### src/design/smm_pkg.sv
`default_nettype none

package smm_pkg;

    localparam logic [2:0] MAX_WORK_RAM_BANKS = 3'd4;
    localparam logic [4:0] SHIFT_EMPTY        = 5'h10;
    localparam logic [4:0] PRG_HIGH_BIT       = 5'h10;
    localparam logic [4:0] PRG_MODE_BITS      = 5'h0C;
    localparam logic [5:0] PRG_HIGH_MIN_BANKS = 6'd16;
    localparam logic [4:0] RAM_SELECT_TWO     = 5'h08;
    localparam logic [4:0] RAM_SELECT_FOUR    = 5'h0C;
    localparam logic [1:0] RAM_SHIFT_TWO      = 2'd3;
    localparam logic [1:0] RAM_SHIFT_FOUR     = 2'd2;

    localparam int CFG_ADDR_W = 4;

    typedef enum logic [1:0] {
        CFG_PRG_ROM_BANKS = 2'd0,
        CFG_CHR_MASK      = 2'd1,
        CFG_PRG_RAM_BANKS = 2'd2,
        CFG_PATTERN_RAM   = 2'd3
    } t_cfg_reg;

    typedef enum logic [1:0] {
        CMD_CPU_READ  = 2'd0,
        CMD_CPU_WRITE = 2'd1,
        CMD_PPU_READ  = 2'd2,
        CMD_PPU_WRITE = 2'd3
    } t_command;

    typedef enum logic [2:0] {
        TGT_NONE      = 3'd0,
        TGT_WORK_RAM  = 3'd1,
        TGT_PRG_ROM   = 3'd2,
        TGT_PATTERN   = 3'd3,
        TGT_NAMETABLE = 3'd4
    } t_target;

    typedef enum logic [1:0] {
        SEL_CONTROL = 2'd0,
        SEL_CHR0    = 2'd1,
        SEL_CHR1    = 2'd2,
        SEL_PRG     = 2'd3
    } t_serial_reg;

    typedef enum logic [1:0] {
        PRG_32K_A    = 2'd0,
        PRG_32K_B    = 2'd1,
        PRG_FIX_LOW  = 2'd2,
        PRG_FIX_HIGH = 2'd3
    } t_prg_mode;

    typedef enum logic [1:0] {
        MIR_SCREEN0    = 2'd0,
        MIR_SCREEN1    = 2'd1,
        MIR_VERTICAL   = 2'd2,
        MIR_HORIZONTAL = 2'd3
    } t_mirror;

    typedef struct packed {
        logic [5:0] prg_rom_bank_count;
        logic [4:0] chr_select_mask;
        logic [2:0] prg_ram_bank_count;
        logic       pattern_is_ram;
    } t_cfg;

    typedef struct packed {
        logic [4:0] serial_shift;
        logic [4:0] control_value;
        logic [4:0] chr_low_value;
        logic [4:0] chr_high_value;
        logic [4:0] prg_value;
        logic [1:0] work_ram_bank;
        logic [4:0] rom_bank_lower;
        logic [4:0] rom_bank_upper;
        logic [4:0] pattern_bank_lower;
        logic [4:0] pattern_bank_upper;
        logic       upper_bank_loaded;
    } t_state;

    typedef struct packed {
        t_target     target;
        logic [18:0] physical_address;
        logic        write_enable;
    } t_result;

endpackage

`default_nettype wire

### src/design/smm_regs.sv
`default_nettype none

module smm_regs (
    input  wire logic                            i_clk,
    input  wire logic                            i_rst_n,
    input  wire logic                            psel,
    input  wire logic                            penable,
    input  wire logic                            pwrite,
    input  wire logic [smm_pkg::CFG_ADDR_W-1:0]  paddr,
    input  wire logic [31:0]                     pwdata,
    output logic [31:0]                          prdata,
    output logic                                 pready,
    output smm_pkg::t_cfg                        o_cfg
);

    smm_pkg::t_cfg     r_cfg;
    smm_pkg::t_cfg_reg sel;
    logic              wr_en;

    assign sel    = smm_pkg::t_cfg_reg'(paddr[3:2]);
    assign wr_en  = psel & penable & pwrite;
    assign pready = 1'b1;
    assign o_cfg  = r_cfg;

    always_ff @(posedge i_clk) begin
        if (!i_rst_n) begin
            r_cfg.prg_rom_bank_count <= 6'd2;
            r_cfg.chr_select_mask    <= 5'd1;
            r_cfg.prg_ram_bank_count <= 3'd1;
            r_cfg.pattern_is_ram     <= 1'b0;
        end else if (wr_en) begin
            case (sel)
                smm_pkg::CFG_PRG_ROM_BANKS: r_cfg.prg_rom_bank_count <= pwdata[5:0];
                smm_pkg::CFG_CHR_MASK:      r_cfg.chr_select_mask    <= pwdata[4:0];
                smm_pkg::CFG_PRG_RAM_BANKS: r_cfg.prg_ram_bank_count <= pwdata[2:0];
                smm_pkg::CFG_PATTERN_RAM:   r_cfg.pattern_is_ram     <= pwdata[0];
                default: ;
            endcase
        end
    end

    always_comb begin
        case (sel)
            smm_pkg::CFG_PRG_ROM_BANKS: prdata = {26'd0, r_cfg.prg_rom_bank_count};
            smm_pkg::CFG_CHR_MASK:      prdata = {27'd0, r_cfg.chr_select_mask};
            smm_pkg::CFG_PRG_RAM_BANKS: prdata = {29'd0, r_cfg.prg_ram_bank_count};
            smm_pkg::CFG_PATTERN_RAM:   prdata = {31'd0, r_cfg.pattern_is_ram};
            default:                    prdata = '0;
        endcase
    end

endmodule

`default_nettype wire

### src/design/smm_core.sv
`default_nettype none

module smm_core (
    input  wire logic           i_clk,
    input  wire logic           i_rst_n,
    input  wire logic           i_accept,
    input  wire logic [1:0]     i_command,
    input  wire logic [15:0]    i_bus_address,
    input  wire logic [7:0]     i_write_data,
    input  smm_pkg::t_cfg       i_cfg,
    output smm_pkg::t_result    o_result
);

    smm_pkg::t_state   r_st;
    smm_pkg::t_state   n_st;
    smm_pkg::t_result  res;
    smm_pkg::t_command cmd;

    logic [4:0]  high_sel;
    logic [2:0]  ram_n;
    logic [1:0]  ram_sh;
    logic [4:0]  ram_sel;
    logic [4:0]  last_bank;
    logic [4:0]  shift_v;
    logic [4:0]  copy_bits;
    logic [4:0]  keep;
    logic [1:0]  ram_bank_v;
    logic [13:0] pp;
    logic [4:0]  rom_bank;
    logic [4:0]  pat_bank;
    logic        screen;

    function automatic smm_pkg::t_state prg_refresh(
        input smm_pkg::t_state s,
        input logic [4:0]      hs,
        input logic [4:0]      lb
    );
        smm_pkg::t_state r;
        logic [4:0]      b;
        r = s;
        b = (s.chr_low_value & hs) | {1'b0, s.prg_value[3:0]};
        case (smm_pkg::t_prg_mode'(s.control_value[3:2]))
            smm_pkg::PRG_FIX_LOW: begin
                r.rom_bank_lower = 5'd0;
                r.rom_bank_upper = b;
            end
            smm_pkg::PRG_FIX_HIGH: begin
                r.rom_bank_lower = b;
                r.rom_bank_upper = lb;
            end
            default: begin
                r.rom_bank_lower = {b[4:1], 1'b0};
                r.rom_bank_upper = {b[4:1], 1'b1};
            end
        endcase
        r.upper_bank_loaded = 1'b1;
        return r;
    endfunction

    function automatic smm_pkg::t_state chr_refresh(
        input smm_pkg::t_state s,
        input logic [4:0]      m
    );
        smm_pkg::t_state r;
        logic [4:0]      lo;
        r  = s;
        lo = s.chr_low_value & m;
        if (s.control_value[4]) begin
            r.pattern_bank_lower = lo;
            r.pattern_bank_upper = s.chr_high_value & m;
        end else begin
            r.pattern_bank_lower = {lo[4:1], 1'b0};
            r.pattern_bank_upper = {lo[4:1], 1'b1};
        end
        return r;
    endfunction

    assign cmd       = smm_pkg::t_command'(i_command);
    assign high_sel  = (i_cfg.prg_rom_bank_count > smm_pkg::PRG_HIGH_MIN_BANKS)
                       ? smm_pkg::PRG_HIGH_BIT : 5'd0;
    assign ram_n     = (i_cfg.prg_ram_bank_count > smm_pkg::MAX_WORK_RAM_BANKS)
                       ? smm_pkg::MAX_WORK_RAM_BANKS : i_cfg.prg_ram_bank_count;
    assign ram_sh    = (ram_n > 3'd2) ? smm_pkg::RAM_SHIFT_FOUR : smm_pkg::RAM_SHIFT_TWO;
    assign ram_sel   = (ram_n <= 3'd1) ? 5'd0 :
                       (ram_n == 3'd2) ? smm_pkg::RAM_SELECT_TWO : smm_pkg::RAM_SELECT_FOUR;
    assign last_bank = 5'(i_cfg.prg_rom_bank_count - 6'd1);
    assign shift_v   = {i_write_data[0], r_st.serial_shift[4:1]};
    assign copy_bits = shift_v & (ram_sel | high_sel);
    assign keep      = i_cfg.chr_select_mask;
    assign ram_bank_v = 2'((shift_v & ram_sel) >> ram_sh);
    assign pp        = i_bus_address[13:0];
    assign rom_bank  = !i_bus_address[14] ? r_st.rom_bank_lower :
                       r_st.upper_bank_loaded ? r_st.rom_bank_upper : last_bank;
    assign pat_bank  = pp[12] ? r_st.pattern_bank_upper : r_st.pattern_bank_lower;

    always_comb begin
        case (smm_pkg::t_mirror'(r_st.control_value[1:0]))
            smm_pkg::MIR_SCREEN0:    screen = 1'b0;
            smm_pkg::MIR_SCREEN1:    screen = 1'b1;
            smm_pkg::MIR_VERTICAL:   screen = pp[10];
            smm_pkg::MIR_HORIZONTAL: screen = pp[11];
            default:                 screen = 1'b0;
        endcase
    end

    always_comb begin
        res.target           = smm_pkg::TGT_NONE;
        res.physical_address = '0;
        res.write_enable     = 1'b0;
        case (cmd)
            smm_pkg::CMD_CPU_READ, smm_pkg::CMD_CPU_WRITE: begin
                if (i_bus_address[15:13] == 3'b011) begin
                    if (ram_n != 3'd0 && !r_st.prg_value[4]) begin
                        res.target           = smm_pkg::TGT_WORK_RAM;
                        res.physical_address = {4'd0, r_st.work_ram_bank,
                                                i_bus_address[12:0]};
                        res.write_enable     = (cmd == smm_pkg::CMD_CPU_WRITE);
                    end
                end else if (i_bus_address[15] && cmd == smm_pkg::CMD_CPU_READ) begin
                    res.target           = smm_pkg::TGT_PRG_ROM;
                    res.physical_address = {rom_bank, i_bus_address[13:0]};
                end
            end
            smm_pkg::CMD_PPU_READ, smm_pkg::CMD_PPU_WRITE: begin
                if (pp[13]) begin
                    res.target           = smm_pkg::TGT_NAMETABLE;
                    res.physical_address = {8'd0, screen, pp[9:0]};
                    res.write_enable     = (cmd == smm_pkg::CMD_PPU_WRITE);
                end else begin
                    res.target           = smm_pkg::TGT_PATTERN;
                    res.physical_address = {2'd0, pat_bank, pp[11:0]};
                    res.write_enable     = (cmd == smm_pkg::CMD_PPU_WRITE)
                                           & i_cfg.pattern_is_ram;
                end
            end
            default: ;
        endcase
    end

    always_comb begin
        n_st = r_st;
        if (cmd == smm_pkg::CMD_CPU_WRITE && i_bus_address[15]) begin
            if (i_write_data[7]) begin
                n_st.serial_shift  = smm_pkg::SHIFT_EMPTY;
                n_st.control_value = r_st.control_value | smm_pkg::PRG_MODE_BITS;
                n_st = prg_refresh(n_st, high_sel, last_bank);
            end else if (!r_st.serial_shift[0]) begin
                n_st.serial_shift = shift_v;
            end else begin
                n_st.serial_shift = smm_pkg::SHIFT_EMPTY;
                case (smm_pkg::t_serial_reg'(i_bus_address[14:13]))
                    smm_pkg::SEL_CONTROL: begin
                        n_st.control_value = shift_v;
                        n_st = chr_refresh(n_st, keep);
                        n_st = prg_refresh(n_st, high_sel, last_bank);
                    end
                    smm_pkg::SEL_CHR0: begin
                        n_st.chr_low_value  = shift_v;
                        n_st.chr_high_value = (r_st.chr_high_value & keep) | copy_bits;
                        n_st = chr_refresh(n_st, keep);
                        n_st.work_ram_bank  = ram_bank_v;
                        n_st = prg_refresh(n_st, high_sel, last_bank);
                    end
                    smm_pkg::SEL_CHR1: begin
                        n_st.chr_high_value = shift_v;
                        n_st.chr_low_value  = (r_st.chr_low_value & keep) | copy_bits;
                        n_st = chr_refresh(n_st, keep);
                        n_st.work_ram_bank  = ram_bank_v;
                        n_st = prg_refresh(n_st, high_sel, last_bank);
                    end
                    smm_pkg::SEL_PRG: begin
                        n_st.prg_value = shift_v;
                        n_st = prg_refresh(n_st, high_sel, last_bank);
                    end
                    default: ;
                endcase
            end
        end
    end

    always_ff @(posedge i_clk) begin
        if (!i_rst_n) begin
            r_st.serial_shift       <= smm_pkg::SHIFT_EMPTY;
            r_st.control_value      <= smm_pkg::PRG_MODE_BITS;
            r_st.chr_low_value      <= '0;
            r_st.chr_high_value     <= '0;
            r_st.prg_value          <= '0;
            r_st.work_ram_bank      <= '0;
            r_st.rom_bank_lower     <= '0;
            r_st.rom_bank_upper     <= '0;
            r_st.pattern_bank_lower <= '0;
            r_st.pattern_bank_upper <= '0;
            r_st.upper_bank_loaded  <= 1'b0;
        end else if (i_accept) begin
            r_st <= n_st;
        end
    end

    assign o_result = res;

`ifndef ASSERT_OFF
    a_marker_present: assert property (@(posedge i_clk) disable iff (!i_rst_n)
        r_st.serial_shift != 5'd0)
        else $error("serial shift register lost its marker bit");

    a_idle_holds_state: assert property (@(posedge i_clk) disable iff (!i_rst_n)
        !i_accept |=> $stable(r_st))
        else $error("mapper state changed without a request");

    a_reset_write: assert property (@(posedge i_clk) disable iff (!i_rst_n)
        i_accept && cmd == smm_pkg::CMD_CPU_WRITE && i_bus_address[15] && i_write_data[7]
        |=> r_st.serial_shift == smm_pkg::SHIFT_EMPTY
            && r_st.control_value[3:2] == 2'b11 && r_st.upper_bank_loaded)
        else $error("serial reset write did not force fix-high mode");

    a_upper_loaded_sticky: assert property (@(posedge i_clk) disable iff (!i_rst_n)
        r_st.upper_bank_loaded |=> r_st.upper_bank_loaded)
        else $error("upper bank loaded flag cleared outside reset");
`endif

endmodule

`default_nettype wire

### src/design/serial_bank_switch_mapper.sv
// The result of an accepted request is registered and appears on the outputs in the cycle after acceptance.
// One request per cycle while o_in_stall is low; decode and bank registers update in a single stage.
// Input stall is raised only while the result register is full and stalled.
// Reset: synchronous, active low; restores the config registers to their defaults,
// the shift register to its marker value, control to fix-high, all banks to zero.
`default_nettype none

module serial_bank_switch_mapper (
    input  wire logic                            i_clk,
    input  wire logic                            i_rst_n,
    input  wire logic                            psel,
    input  wire logic                            penable,
    input  wire logic                            pwrite,
    input  wire logic [smm_pkg::CFG_ADDR_W-1:0]  paddr,
    input  wire logic [31:0]                     pwdata,
    output logic [31:0]                          prdata,
    output logic                                 pready,
    input  wire logic                            i_in_valid,
    output logic                                 o_in_stall,
    input  wire logic [1:0]                      i_command,
    input  wire logic [15:0]                     i_bus_address,
    input  wire logic [7:0]                      i_write_data,
    output logic                                 o_out_valid,
    input  wire logic                            i_out_stall,
    output logic [2:0]                           o_target,
    output logic [18:0]                          o_physical_address,
    output logic                                 o_write_enable
);

    smm_pkg::t_cfg    cfg;
    smm_pkg::t_result result;
    smm_pkg::t_result r_out;
    logic             r_out_valid;
    logic             accept;

    assign o_in_stall = r_out_valid & i_out_stall;
    assign accept     = i_in_valid & ~o_in_stall;

    smm_regs u_regs (
        .i_clk   (i_clk),
        .i_rst_n (i_rst_n),
        .psel    (psel),
        .penable (penable),
        .pwrite  (pwrite),
        .paddr   (paddr),
        .pwdata  (pwdata),
        .prdata  (prdata),
        .pready  (pready),
        .o_cfg   (cfg)
    );

    smm_core u_core (
        .i_clk         (i_clk),
        .i_rst_n       (i_rst_n),
        .i_accept      (accept),
        .i_command     (i_command),
        .i_bus_address (i_bus_address),
        .i_write_data  (i_write_data),
        .i_cfg         (cfg),
        .o_result      (result)
    );

    always_ff @(posedge i_clk) begin
        if (!i_rst_n) begin
            r_out_valid <= 1'b0;
        end else if (accept) begin
            r_out_valid <= 1'b1;
        end else if (!i_out_stall) begin
            r_out_valid <= 1'b0;
        end
    end

    always_ff @(posedge i_clk) begin
        if (accept) begin
            r_out <= result;
        end
    end

    assign o_out_valid        = r_out_valid;
    assign o_target           = r_out.target;
    assign o_physical_address = r_out.physical_address;
    assign o_write_enable     = r_out.write_enable;

endmodule

`default_nettype wire
### config.mk
export PLATFORM = sky130hd
export DESIGN_NAME = serial_bank_switch_mapper
export DESIGN_NICKNAME = d
export VERILOG_FILES = /design/src/design/smm_pkg.sv /design/src/design/smm_regs.sv /design/src/design/smm_core.sv /design/src/design/serial_bank_switch_mapper.sv
export SDC_FILE = /design/constraint.sdc
export NUM_CORES = 1
export LEC_CHECK = 0
export ABC_AREA = 0
export ABC_CLOCK_PERIOD_IN_PS = 3000
export BUFFER_PORTS_ARGS = -buffer_cell sky130_fd_sc_hd__buf_2
export CAP_MARGIN = 20
export CORE_UTILIZATION = 47
export CTS_BUF_LIST = sky130_fd_sc_hd__clkbuf_8
export DETAILED_ROUTE_END_ITERATION = 7
export HOLD_SLACK_MARGIN = 0.05
export PLACE_DENSITY = 0.78
export RECOVER_POWER = 50
export SLEW_MARGIN = 10
export SYNTH_ARGS = -nofsm -noshare
export SYNTH_HDL_FRONTEND = slang
export SYNTH_SLANG_ARGS = --single-unit
### constraint.sdc
create_clock -name i_clk -period 3 [get_ports i_clk]
set_input_delay 0.15 -clock i_clk [delete_from_list [all_inputs] [get_ports i_clk]]
set_output_delay 0.15 -clock i_clk [all_outputs]
set_load 0.02 [all_outputs]
== Word-level counts from Yosys, hierarchy flattened ==
Cells that the tools add are included.
Storage, ports and cells
  flip-flop bits (word level): 87
  input bits: 69
  output and inout port bits: 58
  logic and storage cells: 128
Cells by class
  $add $sub $neg: 1
  magnitude comparators: 4
  equality and inequality tests: 22
  shift operators: 1
  multiplexer cells: 29
  bitwise logic cells: 28
  reductions and logical operators: 23
Operator list (count)
  one-hot mux 48 bit (4 select lines): 1
  one-hot mux 32 bit (4 select lines): 1
  one-hot mux 10 bit (2 select lines): 4
  AND 5 bit: 10
  two-way mux 48 bit: 1
  one-hot mux 23 bit (2 select lines): 1
  two-way mux 43 bit: 1
  two-way mux 21 bit: 2
  two-way mux 5 bit: 6
  == test 2 bit, second input constant: 12
  two-way mux 23 bit: 1
  two-way mux 22 bit: 1
  OR 5 x 4 -> 5 bit: 4
  two-way mux 6 bit: 3
  OR 5 bit: 3
  AND reduction 7 bit: 2
  AND reduction 6 bit: 2
  AND reduction 2 bit: 5
  == test 2 x 1 -> 1 bit, second input constant: 4
  zero test 2 bit: 4
  == test 3 x 2 -> 1 bit, second input constant: 2
  greater-than comparator 6 x 5 -> 1 bit, second input constant: 1
  two-way mux 3 bit: 2
  != test 2 bit, second input constant: 3
  other kinds (17): 32

== Depth between registers and ports, before layout ==
Gate-level depths: netlist of the first run.
  word-level depth: 14
  depth in mapped cells: 9
  mapped depth without buffers: 7

== Cells and area by module ==
Synthesis of the first run repeated with hierarchy kept, for this count alone.
Unflattened totals
  cells, all modules: 575
  area, all modules: 5069.9 um^2
By module, submodules not included
  smm_core: instances 1, cells an instance 441, area an instance 3379.5 um^2, sequential area each 960.9 um^2
  smm_regs: instances 1, cells an instance 107, area an instance 957.2 um^2, sequential area each 300.3 um^2
  serial_bank_switch_mapper: instances 1, cells an instance 27, area an instance 733.2 um^2, sequential area each 710.7 um^2

== Worst setup path after synthesis of the first run ==
No wires, ideal clock.
  path kind: reg2reg
  from: reg r_out_valid (netlist: o_out_valid)
  to: reg u_core.r_st[32] in the netlist's numbering
  setup time: 115 ps
  data arrival time: 2613 ps
  required time: 2885 ps
  setup slack: 272 ps
  cell stages (with the launch flop): 6
  buffers on the path: 0
  clock period less this slack: 2728 ps
  path through: dfxtp_1 > a21boi_1 > nand2_2 > nor4_4 > a21boi_0 > o21a_1
Between the ends
  cells in the longest elaborated chain, start to end: 4
RTL lines
  start, declared: line serial_bank_switch_mapper.sv:33  | logic r_out_valid;
  start signal, assigned: line serial_bank_switch_mapper.sv:65  | r_out_valid <= 1'b0;
  start signal, assigned: line serial_bank_switch_mapper.sv:67  | r_out_valid <= 1'b1;
  start signal, assigned: line serial_bank_switch_mapper.sv:69  | r_out_valid <= 1'b0;
  AND 1 bit: line serial_bank_switch_mapper.sv:36  | assign o_in_stall = r_out_valid & i_out_stall;
  NOT 1 bit: line serial_bank_switch_mapper.sv:37  | assign accept = i_in_valid & ~o_in_stall;
  AND 1 bit: line serial_bank_switch_mapper.sv:37
  net accept: line serial_bank_switch_mapper.sv:34  | logic accept;
  AND reduction 6 bit (no line)
  end signal, assigned: line smm_core.sv:195  | r_st <= n_st;
  end, declared: line smm_core.sv:14  | smm_pkg::t_state r_st;
The timed path passes the listed nets, and every way through them passes these cells.
A chain may end at the register's enable or synchronous reset.

==> impl_metrics.ini, run 1 <==
[setup_path]
path_max_fanout = 37
cp-start-kind = primary input
path_class = primary input to flop
end_kind = flop
cp.arrival_ns = 2.67
required_ns = 3.29
cp-startpoint = i_rst_n
r2r_start = u_core.r_st[43]

[detailed_routing]
wl_per_cell_um = 17.0
vias = 4601
route.detailed.drc = 0
avgViaCountPerCell = 5.95
ant_nets = 0
drt-total-wl_mm = 13.1
drt_pass1_iterations = 5
drt_first_iter_violations = 468

[timing]
finalSetupViolations = 0
fin_setup_tns_ns = 0
slew_violations = 73
period_minus_slack_ns = 2.38
slew-limit-headroom_pct = -9.30
finalCritPeriodShare_pct = 79.2
hold_viol_final = 0
tightest_slew_ns = 1.64
finalWorstSetupSlack_ns = 0.623
timing.fmax_ghz = 0.421
rsz0062_at_grt = false
clock-skew-final_ns = 0.00840

[grt]
antenna_found_initial = 0
grt_pass1_wl_mm = 21.1
first_global_vias = 4216
grt_max_degree = 39
grt_overflow = 0
grt_usage_pct = 24.1

[synth]
synthesis.area_um2 = 4950
ys_ff_latch = 87
syn_inst = 585
synthArstFlopShare_pct = 0
synth_top_area_cell = dfxtp_1
ys_seq_area_share_pct = 39.9
syn_avg_cell_area_um2 = 8.46
synth_cell_types = 72
synth-main-ff-cell = dfxtp_1
synth_edf_count = 23
netlist.area_leader.share_pct = 25.9
synth_area_leaders = dfxtp_1 (26%), edfxtp_1 (14%), nand2_1 (6.4%), mux2i_1 (5.7%), a21oi_1 (4.4%)
yosys_warnings = 0

[layout]
num-fill-cells = 989
syn2layout_area_growth_pct = 10.3
drive_gt1_share_pct = 11.9
final_common_cell = nand2_1
nets = 707
final_cell_mix = nand2_1 (84), dfxtp_1 (64), a21oi_1 (43)
diodes = 0
multiInputGateArea_um2 = 2640
finalInstanceArea_um2 = 5460
seq_area_um2 = 1970

[placed_design]
placed_cell_area_um2 = 5210
routabilityCongestion = 0.941
portBuffers = 65
dpl.hpwl_mm = 9.01
dpl_worst_slack_ns = 0.828

[floorplan]
coreArea_um2 = 10300
die_w_um = 105
die_h_um = 105
io_pins = 127
row_count = 37
die_area_um2 = 10900
start_util_pct = 48.1

[worst_hold_path]
min_from = i_bus_address[1]
holdCritPathClass = primary input to flop

[clock_tree]
cts_max_level = 3
clk_pin_slew_ns = 0.10
cts.sinks = 87
cts_buffer_depth = 2
tritoncts = yes
worstSkewPairLatency_ns = 0.37
cts-root-buf = clkbuf_8
cts_buffers = 9

[flow_run]
maxCapViolCount = 2

[run_status]
violations = capacitance limit, slew limit
outcome = finished with violations

[power_and_ir_drop]
powerDensity_nw_per_um2 = 444
ir_drop_mv = 0.253
leakage_nw = 2.02
## area by class of cell
| type | count | share of cell area, % |
|---|---|---|
| Multi-Input combinational cell | 441 | 48.3 |
| Inverter | 12 | 0.825 |
| Tap cell | 136 | 3.12 |
| Sequential cell | 87 | 36.1 |
| Clock buffer | 9 | 2.27 |
| Clock inverter | 7 | 1.67 |
| Timing Repair Buffer | 81 | 7.64 |
## registers in the layout, indices dropped and copies added (netlist names)
register	cells
o_out_valid	1
o_physical_address	19
o_target	3
o_write_enable	1
u_core.r_st	48
u_regs.o_cfg	15
## per-stage QoR
| step | util (%) | power, W | hold slack, ns | cells |
|---|---|---|---|---|
| 6_report | 53.1 | 0.00242 | 0.0657 | 773 |
| 5_1_grt | 53.1 | 0.00250 | 0.0674 | 773 |
| 4_1_cts | 53.6 | 0.00244 | 0.0583 | 773 |
| 3_5_place_dp | 50.7 | 0.00156 | 0.398 | 749 |
| 3_3_place_gp | 50.7 | 0.00156 | 0.385 | 749 |
| 2_1_floorplan | - | 0.00150 | 0.274 | 610 |
## power by group
part / total (W) / switching, W / internal (W)
Clock: 0.000881 / 0.000476 / 0.000405
Combinational: 0.000293 / 0.000209 / 0.0000835
Sequential: 0.00125 / 0.0000142 / 0.00123
## logic make-up (layout without fill, tap and decap cells)
kind of cell,after synthesis,in the layout,synth area share (%)
compound gates,158,158,20.6
xor+xnor,3,3,0.531
fa+ha+maj,6,6,1.52
buf+inv,82,109,8.73
flops,87,87,39.9
mux,32,32,6.80
other cells,2,27,0.152
simple gates,215,215,21.8
## worst paths after layout
kind	depth (start not counted)	slack, ns	to
hold reg to reg	2	0.46	u_core.r_st[7]
setup reg to reg	5	0.76	u_core.r_st[40]
hold / removal	2	0.07	o_physical_address[1]
setup / recovery	5	0.62	u_core.r_st[14]
## what timing repair did
| item | in CTS | in global routing |
|---|---|---|
| setup buffers | 0 | 0 |
| resized for setup | 0 | 0 |
| hold endpoints to repair | 14 | 0 |
| hold buffers | 8 | 0 |
## synthesized netlist by cell type, drive strengths merged (5+ instances only)
library cell,count
nor2,32
a22oi,5
o32ai,7
ha,6
mux2i,28
clkbuf,28
nand3,35
inv,12
o21a,6
dfxtp,64
buf,42
o22ai,8
nand2,86
a21oi,43
nor2b,14
edfxtp,23
nor3,13
a21boi,5
a31oi,5
o21ai,41
and2,6
a22o,8
## worst max-delay path: stages
cell and delay, ns:
dlygate4sd3_1 0.52, buf_2 0.18, clkbuf_1 1.20, o221ai_1 0.33, a311oi_1 0.27
## routing by layer
metal  part of all wire (%)  vias up  global-route usage [%]
li1                       -     2149                       -
met1                     43     2126                    31.5
met2                     44      288                    39.5
met3                     10       38                    4.99
met4                    2.7        0                    8.25
met5                      0        -                       0
No activity file was read; power rests on OpenSTA's default activity.
==> run 2, diff against run 1 <==
ABC_AREA = 1   (was 0)
ABC_CLOCK_PERIOD_IN_PS = 2300   (was 3000)
clock period = 2.3 ns   (was 3 ns; I/O delays follow)
==> impl_metrics.ini, run 2 <==
[floorplan]
io_pins = 127
start_util_pct = 48.9
die_area_um2 = 10700
die_w_um = 103
row_count = 36
die_h_um = 103
coreArea_um2 = 9860

[grt]
antenna_found_initial = 0
grt_usage_pct = 25.8
grt_overflow = 0
first_global_vias = 4135
grt_max_degree = 49
grt_pass1_wl_mm = 20.7

[layout]
num-fill-cells = 932
largest_register_ffs = 48
top_register = u_core.r_st
final_cell_count_no_fill = 863
syn2layout_area_growth_pct = 13.3
final_common_cell = nand2_1
diodes = 0
final_cell_mix = nand2_1 (121), inv_1 (77), a21oi_1 (74)
drive_gt1_share_pct = 10.4
finalInstanceArea_um2 = 5470
nets = 800

[synth]
synth_edf_count = 23
synth_most_common_cell = nand2_1
synth_cell_types = 47
synth_area_leaders = dfxtp_1 (27%), edfxtp_1 (14%), nand2_1 (9.4%), a21oi_1 (7.7%), o21ai_0 (7.3%)
yosys_warnings = 0
ys_ff_latch = 87
synthesis.area_um2 = 4830
syn_avg_cell_area_um2 = 7.44
netlist.area_leader.share_pct = 26.5
synth_top_cells_by_count = nand2_1 (121), inv_1 (77), a21oi_1 (74)
synth-main-ff-cell = dfxtp_1
syn_inst = 649
ys_seq_area_share_pct = 40.8
synthArstFlopShare_pct = 0
synth_top_area_cell = dfxtp_1

[timing]
slew_violations = 0
period_minus_slack_ns = 1.99
hold_slack_ns = 0.0483
finalSetupViolations = 0
clock-skew-final_ns = 0.00952
rsz0062_at_grt = false
finalCritPeriodShare_pct = 86.5
timing.fmax_ghz = 0.503
hold_viol_final = 0
tightest_slew_ns = 1.13
fin_setup_tns_ns = 0
slew-limit-headroom_pct = 24.4

[clock_tree]
cts.repair.resized = 0
cts_hold_buf = 16
cts.sinks = 87
cts_max_level = 3
cts_setup_buffers = 0
worstSkewPairLatency_ns = 0.38
tritoncts = yes
cts_buffer_depth = 2
clk_pin_slew_ns = 0.09
cts_buffers = 9
cts-root-buf = clkbuf_8

[power_and_ir_drop]
switching_share_pct = 30.0
leakage_nw = 2.35
switchingPower_w = 0.000931
intPower_w = 0.00217
ir_drop_mv = 0.294
powerDensity_nw_per_um2 = 568
p_clk_share_pct = 33.6
finalPower_w = 0.00311
pwr-share-seq_pct = 52.9
power_frac_comb_pct = 13.5

[placed_design]
routabilityCongestion = 0.972
dpl.hpwl_mm = 9.42
placed_cells = 831
placed_cell_area_um2 = 5160
portBuffers = 65

[setup_path]
cp.arrival_ns = 2.25
cp-startpoint = i_out_stall
critPathBufInv = 4
path_max_fanout = 16
crit_family = simple AND/OR/NAND/NOR gates
max_stage_delay_ns = 0.53
slowest_stage = dlygate4sd3_1
r2r_start = u_regs.o_cfg[9]
worstPathCellList = dlygate4sd3_1, buf_2, nand2_1, inv_1, nor3_4, nand2_4, nor2_8, inv_4, a311oi_1, nor2_1
cp-start-kind = primary input
path_class = primary input to flop
end_kind = flop
required_ns = 2.56

[detailed_routing]
avgViaCountPerCell = 5.43
vias = 4687
ant_nets = 0
drt_first_iter_violations = 431
drt_pass1_iterations = 5
drt-total-wl_mm = 13.0
wl_per_cell_um = 15.1
route.detailed.drc = 0

[worst_hold_path]
holdCritPathClass = primary input to flop
min_from = pwdata[3]

[flow_run]
maxCapViolCount = 0

[run_status]
outcome = complete, no violations
[run 2: power groups by stage]
stage | registers, W | clock network (W) | logic [W]
global placement | 0.00167 | 0 | 0.000397
finish | 0.00164 | 0.00104 | 0.000420
CTS | 0.00164 | 0.00105 | 0.000425
global route | 0.00165 | 0.00112 | 0.000465
detailed placement | 0.00167 | 0 | 0.000403
floorplan | 0.00171 | 0 | 0.000267
[run 2: stage by stage]
step | utilization [%] | setup WS, ns
6_report | 55.4 | 0.310
5_1_grt | 55.4 | 0.163
4_1_cts | 55.9 | 0.335
3_5_place_dp | 52.4 | 0.409
3_3_place_gp | 52.4 | 0.448
2_1_floorplan | - | 0.283
[run 2: cell families after synthesis]
group | count (synthesis) | synth area share (%)
compound gates | 206 | 24.4
xor+xnor | 3 | 0.544
fa+ha+maj | 6 | 1.55
buf+inv | 134 | 13.0
flops | 87 | 40.8
other cells | 2 | 0.156
simple gates | 211 | 19.5
[run 2: routing by layer]
metal	part of all wire (%)	wire length [um]	global-route usage, %	up-vias
met1	45	5880	34.8	2116
met4	2.9	374	13.2	0
met3	8.1	1050	4.10	26
li1	-	-	-	2295
met5	0	0	0	-
met2	44	5730	39.8	250
[run 2: final timing paths]
check	depth (start not counted)	slack, ns	to
worst min register to register	2	0.47	u_core.r_st[33]
worst min-delay path	3	0.05	u_regs.o_cfg[12]
worst max register to register	8	0.36	u_core.r_st[15]
worst max-delay path	10	0.31	u_core.r_st[6]
[run 2: worst reg2reg max path: cells and delay by family (launching register included)]
kind | cells | cell delay (ns)
AO/OA/AOI/OAI | 3 | 0.42
XOR/XNOR | 1 | 0.39
adder cells (fa/ha/maj) | 1 | 0.25
buffers and inverters | 1 | 0.17
flip-flops | 1 | 0.45
AND/OR/NAND/NOR | 2 | 0.18
[run 2: layout make-up]
cell class,instances,area [um^2],area share (%)
Tap cell,133,166,3.04
Clock buffer,10,138,2.52
Clock inverter,6,51.3,0.938
Multi-Input combinational cell,453,2320,42.5
Timing Repair Buffer,88,493,9.01
Inverter,86,325,5.95
Sequential cell,87,1970,36.1
==> run 3, diff against run 2 <==
ABC_AREA = unset   (was 1)
CORE_UTILIZATION = 40   (was 47)
PLACE_DENSITY = 0.69   (was 0.78)
RECOVER_POWER = unset   (was 50)
==> impl_metrics.ini, run 3 (synthesis results as in run 1) <==
[run_status]
outcome = complete, no violations

[timing]
fin_setup_tns_ns = 0
period_minus_slack_ns = 2.14
tightest_slew_ns = 0.714
finalSetupViolations = 0
hold_viol_final = 0
rsz0062_at_grt = false
slew-limit-headroom_pct = 52.2
timing.fmax_ghz = 0.468
slew_violations = 0
clock-skew-final_ns = 0.00974
finalCritPeriodShare_pct = 93.0

[placed_design]
routabilityCongestion = 0.901
placed_cells = 770
dpl.hpwl_mm = 9.52
portBuffers = 65

[detailed_routing]
drt_first_iter_violations = 480
avgViaCountPerCell = 5.68
ant_nets = 0
drt-total-wl_mm = 13.4
wl_per_cell_um = 16.7
route.detailed.drc = 0
drt_pass1_iterations = 5
vias = 4556

[floorplan]
die_w_um = 113
row_count = 40
io_pins = 127
die_h_um = 113
start_util_pct = 41.2
die_area_um2 = 12800
coreArea_um2 = 12000

[layout]
syn2layout_area_growth_pct = 14.5
final_cell_count_no_fill = 802
final_cell_mix = nand2_1 (84), buf_2 (65), dfxtp_1 (64)
nets = 725
largest_register_ffs = 48
final_common_cell = nand2_1
top_register = u_core.r_st
diodes = 0
drive_gt1_share_pct = 18.3

[power_and_ir_drop]
powerDensity_nw_per_um2 = 558
ir_drop_mv = 0.327
leakage_nw = 2.21
finalPower_w = 0.00316

[setup_path]
r2r_start = u_regs.o_cfg[10]
required_ns = 2.61
end_kind = flop
path_max_fanout = 7
cp.arrival_ns = 2.45
path_class = flop to flop
r2r_end = u_core.r_st[5]
rr_worst_depth = 7
cp-start-kind = flop
rrSetupSlack_ns = 0.16

[worst_hold_path]
min_from = i_bus_address[8]
min_to = o_physical_address[8]
holdCritPathClass = primary input to flop
hold_depth = 2

[grt]
grt_usage_pct = 21.4
first_global_vias = 4248
grt_pass1_wl_mm = 21.6
grt_overflow = 0
antenna_found_initial = 0
grt_max_degree = 24

[clock_tree]
cts_setup_buffers = 0
cts-root-buf = clkbuf_8
tritoncts = yes
clk_pin_slew_ns = 0.10
cts_max_level = 3
cts.sinks = 87
worstSkewPairLatency_ns = 0.38
cts_buffer_depth = 2
cts_buffers = 9

[flow_run]
maxCapViolCount = 0
==> run 3: cell types whose count changed in the layout (fill, tap and decap cells not counted), sizes merged, moves of 8 or more <==
cell and delta:
a21oi -31, a22o +8, buf +45, clkbuf -35
inv -71, mux2i +28, nand2 -38, nor2 -15
nor2b +14, o21ai -36
==> run 3: critical path, stage by stage (launching register included) <==
cell and delay, ns:
dfxtp_1 0.43, inv_1 0.09, ha_1 0.18, nor4b_1 0.14, nor2_1 0.57, o21ai_0 0.18, a211o_1 0.33, a31oi_1 0.16
==> run 3: timing repair <==
| action | in CTS | in global routing |
|---|---|---|
| hold buffers | 16 | 0 |
| resized for setup | 0 | 0 |
| hold endpoints to repair | 25 | 0 |
==> run 3: layout make-up <==
type	instances	area, um^2
multi-input combinational	441	2640
sequential	87	1970
tap	147	184
clock buffer	9	124
fill	1155	6340
inverter	12	45.0
clock inverter	7	80.1
timing repair buffer	99	621
==> run 3: worst max-delay path by stage <==
stage,startpoint,end,slack (ns),cells after the start
2_1_floorplan,o_out_valid,u_core.r_st[32],0.10,5
3_3_place_gp,u_regs.o_cfg[10],u_core.r_st[5],0.32,7
3_5_place_dp,u_regs.o_cfg[10],u_core.r_st[5],0.24,7
4_1_cts,u_regs.o_cfg[10],u_core.r_st[5],0.21,7
5_1_grt,u_regs.o_cfg[10],u_core.r_st[5],0.09,7
6_report,u_regs.o_cfg[10],u_core.r_st[5],0.16,7
==> run 3: routing by layer <==
metal | GRT usage [%] | share of wire [%]
met2 | 34.4 | 45
met5 | 0 | 0
met4 | 6.49 | 1.4
met3 | 3.91 | 7.0
met1 | 29.1 | 46
==> run 3: power breakdown <==
group	internal, W	switching [W]
clock network	0.000517	0.000608
logic	0.000136	0.000275
registers	0.00161	0.0000181
total	0.00226	0.000902
==> run 3: per-stage QoR <==
stage / setup WS [ns] / hold WS (ns) / area [um^2] / util, %
global route: 0.0908 / 0.0892 / 5670 / 47.2
global placement: 0.324 / 0.351 / 5300 / 44.1
floorplan: 0.103 / 0.239 / 5040 / -
finish: 0.162 / 0.0603 / 5670 / 47.2
CTS: 0.209 / 0.0615 / 5670 / 47.2
detailed placement: 0.240 / 0.357 / 5300 / 44.1
